**config.mk**
```make
export PLATFORM = sky130hd
export DESIGN_NAME = ffsa_ctrl
export DESIGN_NICKNAME = d
export VERILOG_FILES = /design/src/hw/rtl/ffsa_pkg.sv /design/src/hw/rtl/ffsa_ctrl.sv
export SDC_FILE = /design/constraint.sdc
export NUM_CORES = 1
export LEC_CHECK = 0
export BUFFER_PORTS_ARGS = -buffer_cell sky130_fd_sc_hd__buf_2
export CELL_PAD_IN_SITES_DETAIL_PLACEMENT = 0
export CELL_PAD_IN_SITES_GLOBAL_PLACEMENT = 1
export CORE_AREA = 4 4 41 43
export DETAILED_ROUTE_END_ITERATION = 10
export DIE_AREA = 0 0 45 47
export PLACE_DENSITY = 0.74
export SLEW_MARGIN = 20
export SYNTH_ARGS = -nofsm -noshare
export SYNTH_HDL_FRONTEND = slang
export SYNTH_SLANG_ARGS = --single-unit
```
**constraint.sdc**
```tcl
create_clock -name clk -period 1.7 [get_ports clk]
set_clock_uncertainty 0.1 [all_clocks]
set_input_delay 0.34 -clock clk [delete_from_list [all_inputs] [get_ports clk]]
set_output_delay 0.34 -clock clk [all_outputs]
set_load 0.01 [all_outputs]
```
**src/hw/rtl/ffsa_pkg.sv**
```systemverilog
// Shared types and constants for the free frame stack allocator.
`default_nettype none
package ffsa_pkg;

  localparam int unsigned STACK_DEPTH = 32768;
  localparam int unsigned FRAME_BYTES = 4096;
  localparam int unsigned ADDR_W      = $clog2(STACK_DEPTH);
  localparam int unsigned CNT_W       = 16;
  localparam int unsigned FRAME_SHIFT = $clog2(FRAME_BYTES);
  localparam int unsigned ADDR_BITS   = 64;

  localparam logic [1:0] CMD_PUSH   = 2'd0;
  localparam logic [1:0] CMD_POP    = 2'd1;
  localparam logic [1:0] CMD_REGION = 2'd2;

  localparam logic [1:0] ST_OK    = 2'd0;
  localparam logic [1:0] ST_EMPTY = 2'd1;
  localparam logic [1:0] ST_FULL  = 2'd2;

  localparam logic [0:0]       CFG_VIRTUAL_OFFSET   = 1'd0;
  localparam logic [0:0]       CFG_REGION_FRAME_CAP = 1'd1;
  localparam logic [CNT_W-1:0] CAP_RESET            = 16'd30000;
  localparam logic [CNT_W-1:0] COUNT_FULL           = CNT_W'(STACK_DEPTH);

  typedef struct packed {
    logic [1:0]           command;
    logic [ADDR_BITS-1:0] frame_address;
    logic [ADDR_BITS-1:0] region_length;
  } in_item_t;

  typedef struct packed {
    logic [ADDR_BITS-1:0] mapped_address;
    logic [1:0]           status;
    logic [CNT_W-1:0]     free_count;
  } out_item_t;

  // controller -> datapath
  typedef struct packed {
    logic start;        // clear result for a new transaction
    logic push_input;   // write input address at top
    logic pop_read;     // decrement count, read new top
    logic pop_sum;      // add virtual offset to read data
    logic latch_region; // load region base and frame count
    logic region_push;  // push one region frame
    logic set_empty;
    logic set_full;
    logic publish;      // move result into output register
  } dp_cmd_t;

  // datapath -> controller
  typedef struct packed {
    logic count_zero;
    logic count_full;
    logic remain_zero;
    logic out_free;
  } dp_stat_t;

  typedef enum logic [3:0] {
    S_IDLE    = 4'b0001,
    S_POP_SUM = 4'b0010,
    S_REGION  = 4'b0100,
    S_PUBLISH = 4'b1000
  } state_t;

endpackage
`default_nettype wire

```
**src/hw/rtl/ffsa_ctrl.sv**
```systemverilog
// Controller state machine: sequences push, pop, region walk and publish.
`default_nettype none
module ffsa_ctrl
  import ffsa_pkg::*;
(
  input  wire logic       clk,
  input  wire logic       rst_n,
  input  wire logic       in_valid,
  input  wire logic [1:0] in_command,
  output logic            in_ready,
  input  wire dp_stat_t   stat,
  output dp_cmd_t         cmd
);

  state_t state_r, state_nxt;

  always_comb begin
    state_nxt = state_r;
    cmd       = '0;
    in_ready  = 1'b0;
    unique case (state_r)
      S_IDLE: begin
        in_ready = 1'b1;
        if (in_valid) begin
          cmd.start = 1'b1;
          state_nxt = S_PUBLISH;
          unique case (in_command)
            CMD_PUSH: begin
              if (stat.count_full) cmd.set_full   = 1'b1;
              else                 cmd.push_input = 1'b1;
            end
            CMD_POP: begin
              if (stat.count_zero) begin
                cmd.set_empty = 1'b1;
              end else begin
                cmd.pop_read = 1'b1;
                state_nxt    = S_POP_SUM;
              end
            end
            CMD_REGION: begin
              cmd.latch_region = 1'b1;
              state_nxt        = S_REGION;
            end
            default: ;
          endcase
        end
      end
      S_POP_SUM: begin
        cmd.pop_sum = 1'b1;
        state_nxt   = S_PUBLISH;
      end
      S_REGION: begin
        priority if (stat.remain_zero) begin
          state_nxt = S_PUBLISH;
        end else if (stat.count_full) begin
          cmd.set_full = 1'b1;
          state_nxt    = S_PUBLISH;
        end else begin
          cmd.region_push = 1'b1;
        end
      end
      S_PUBLISH: begin
        if (stat.out_free) begin
          cmd.publish = 1'b1;
          state_nxt   = S_IDLE;
        end
      end
      default: state_nxt = S_IDLE;
    endcase
  end

  always_ff @(posedge clk) begin
    if (!rst_n) begin
      state_r <= S_IDLE;
    end else begin
      state_r <= state_nxt;
    end
  end

endmodule
`default_nettype wire

```
# Word-level counts from Yosys, hierarchy flattened
# Cells that the tools add are included.
# op_classes
reduce_logical,2
n_mux,30
n_eq_ne,9
add_sub_neg,0
n_lt_le_gt_ge,0
div_mod_pow,0
shift,0
mul,0
bitwise_logic,0
# ops
cell,count
$mux 4,5
$mux 1,19
$pmux 4 s4,1
$pmux 4 s2,1
$mux 3,2
$eq 4x1->1 const B,1
$eq 4x2->1 const B,1
$eq 4x3->1 const B,1
$eq 4x4->1 const B,1
$ne 2x2->1 const B,2
$ne 3x3->1 const B,1
$reduce_and 3->1,1
$eq 2x1->1 const B,1
$eq 2x2->1 const B,1
$logic_not 2->1,1
$mux 2,1
$pmux 1 s2,1
# totals
romBits,0
in_bits,9
wordCells,42
n_memories,0
regBits,4
latchBits,0
output_inout_bits,10
mem_bits_rw,0

# Longest topological paths before layout
# depth
depth_word,4
ltp_mapped,4
ltp_nobuf,3

# Worst setup path after synthesis
# No wires, ideal clock.
# synth_path
path_kind,register to output
startpoint,register state_r[2]
endpoint,output port cmd[2] in the netlist's numbering
setup_slack_ns,0.038
t_arrival_ns,1.222
required_time_ns,1.260
path_stages_with_launch,5
n_path_buf,1
path_cell_list,dfxtp_1 buf_2 nor4b_4 nand4b_1 nor2_1
# synth_rtl
item,line,text
"start, declared",ffsa_ctrl.sv:15,"state_t state_r, state_nxt;"
"start signal, assigned",ffsa_ctrl.sv:76,state_r <= state_nxt;
"end, declared",ffsa_ctrl.sv:12,output dp_cmd_t cmd

==> metrics.csv <==
metric;value;unit
critPathLaunchType;register;
rows;13;
largest_register_ffs;4;
cts_buffer_depth;2;
synthToLayoutAreaGrowth;77.3;%
status;complete, but fails checks;
p_per_area;611;nW/um^2
die_area;2120;um^2
finalCritPeriodShare;111;%
grt_max_degree;10;
cts_buffers;3;
ys.flop_type;dfxtp_1;
holdBufCountCts;0;
fin_util;48.8;%
io_pins;19;
hold_violations;0;
power_switching;0.120;mW
required;1.26;ns
yosys_warnings;0;
port_buffers;18;
synth_top_area_share;22.4;%
drive_above_1_share;62.7;%
first_iter_violations;5;
hold-worst-slack;0.200;ns
maxCapViolations;0;
synth_cells;43;
dp_hpwl;756;um
tightestPinTransition;0.452;ns
async_flop_share;0;%
setup_slack;-0.188;ns
avgSynthCellArea;8.32;um^2
p_clk_share;32.5;%
final_nets;86;
min_period;1.89;ns
syn_area;358;um^2
crit_type;register to output port;
cts_root_buf;clkbuf_4;
hold_path_class;primary input to register;
antenna_found_initial;0;
grt_pass1_vias;432;
p_sw_share;31.0;%
seq_power_share;28.1;%
coreArea;1300;um^2
initial_core_util;27.5;%
antenna_cells;0;
wl_per_cell;11.8;um
synth_cell_type_count;26;
viasPerCell;5.00;
vias;450;
drtPass1Iterations;4;
rsz0062_at_grt;yes;
clk_pin_slew;0.04;ns
ant_nets;0;
dieWidth;45;um
synth_top_area_cell;dfxtp_1;
htree_levels;1;
ys_seq_elements;4;
setup_viol;6;
grt_pass1_wl;1720;um
slew_headroom;69.4;%
syn_nets;52;
p_leak;0.325;nW
slew_viol_final;0;
violations;setup timing;
clock_latency;0.25;ns
internal_power;0.267;mW
track_usage;11.9;%
yosysSeqAreaShare;22.4;%
drt_wl_total;1060;um
routabilityCongestion;0.747;
p_comb_share;39.4;%
critPathMaxFanout;5;
cp-end-kind;output port;
top_regs;state_r x4;
fmax;0.530;GHz
drc;0;
top_register;state_r;
cts_tree;yes;
ir_worst_vdd;0.301;mV
clkSinkCount;4;
cp.arrival;1.45;ns
synth_edf_count;0;
synth_area_leaders;dfxtp_1, nor4b_4, nor2_1;
overflow;0;
fp.dieH;47;um
## layout make-up
| type | instances | area, um^2 |
|---|---|---|
| sequential | 4 | 85.1 |
| timing repair buffer | 31 | 198 |
| fill | 126 | 667 |
| multi-input combinational | 33 | 295 |
| inverter | 4 | 15.0 |
| clock buffer | 3 | 22.5 |
| tap | 15 | 18.8 |
## routing by layer
layer | wire (um) | vias up | global-route usage, %
li1 | - | 227 | -
met1 | 418 | 204 | 11.6
met2 | 546 | 15 | 19.2
met3 | 51 | 4 | 2.68
met4 | 46 | 0 | 14.0
met5 | 0 | - | 0
## stage by stage
stage,worst slack (ns),total power [mW],setup TNS [ns],instance area [um^2],cells
6_report,-0.188,0.388,-0.703,634,90
3_5_place_dp,0.0550,0.224,0,517,82
4_1_cts,-0.138,0.368,-0.577,576,88
2_1_floorplan,0.0378,0.170,0,358,43
3_3_place_gp,0.0553,0.223,0,517,82
5_1_grt,-0.228,0.409,-1.13,634,90
## kinds of logic (layout without fill, tap and decap cells)
kind of cell | Yosys count | count (layout) | share of synthesized area (%)
simple gates | 25 | 25 | 52.4
buf+inv | 6 | 38 | 6.99
compound gates | 8 | 8 | 18.2
flops | 4 | 4 | 22.4
## path summary, 6_finish.rpt
| path | startpoint | end | slack [ns] | cells past startpoint |
|---|---|---|---|---|
| worst max-delay path | state_r[1] | cmd[6] | -0.19 | 4 |
| worst min-delay path | stat[3] | state_r[1] | 0.20 | 2 |
| worst max register to register | state_r[1] | state_r[3] | 0.08 | 6 |
| worst min register to register | state_r[0] | state_r[0] | 0.54 | 3 |
## cells in the mapped netlist (2+ instances only)
master / n
and4b_1: 2
buf_2: 2
dfxtp_1: 4
inv_1: 4
nand2b_1: 2
nor2_1: 6
nor2b_1: 2
nor4b_1: 2
o311ai_1: 2
## critical path, stage by stage, from the launching register on
cell	delay (ns)
dfxtp_2	0.33
nor4b_4	0.39
nand4b_1	0.21
nor2_1	0.13
buf_2	0.14
## cells in the final DEF (no fill, tap or decap)
cell       count
nor2_2         1
nand4b_1       1
nand3b_1       1
nor2_1         5
clkbuf_4       3
nor2b_1        2
o311ai_1       2
or3b_2         1
nand2_1        1
and4b_1        2
nor3b_1        1
a2111oi_4      1
buf_6          2
buf_4         12
nor4b_1        1
dfxtp_2        4
o21ai_0        1
nand2b_1       1
nor4b_4        2
nor4b_2        1
a21oi_1        1
nand2b_4       1
o21a_1         1
buf_2         17
nor3_1         1
nand3_2        2
o31ai_1        1
a21boi_1       1
or4_1          1
inv_1          4
## timing repair
item                                    in CTS  in global routing
pin swaps                                    5                  4
buffers inserted                             3                  3
endpoints found under the setup margin       8                  9
resized for setup                            5                  7
## power groups by stage
stage / Clock [mW] / Sequential, mW / Combinational [mW]
6_report: 0.126 / 0.109 / 0.153
3_3_place_gp: 0 / 0.108 / 0.115
2_1_floorplan: 0 / 0.108 / 0.0621
3_5_place_dp: 0 / 0.108 / 0.115
5_1_grt: 0.132 / 0.110 / 0.166
4_1_cts: 0.132 / 0.108 / 0.128
Note: power is estimated with default switching activity, not from simulation.
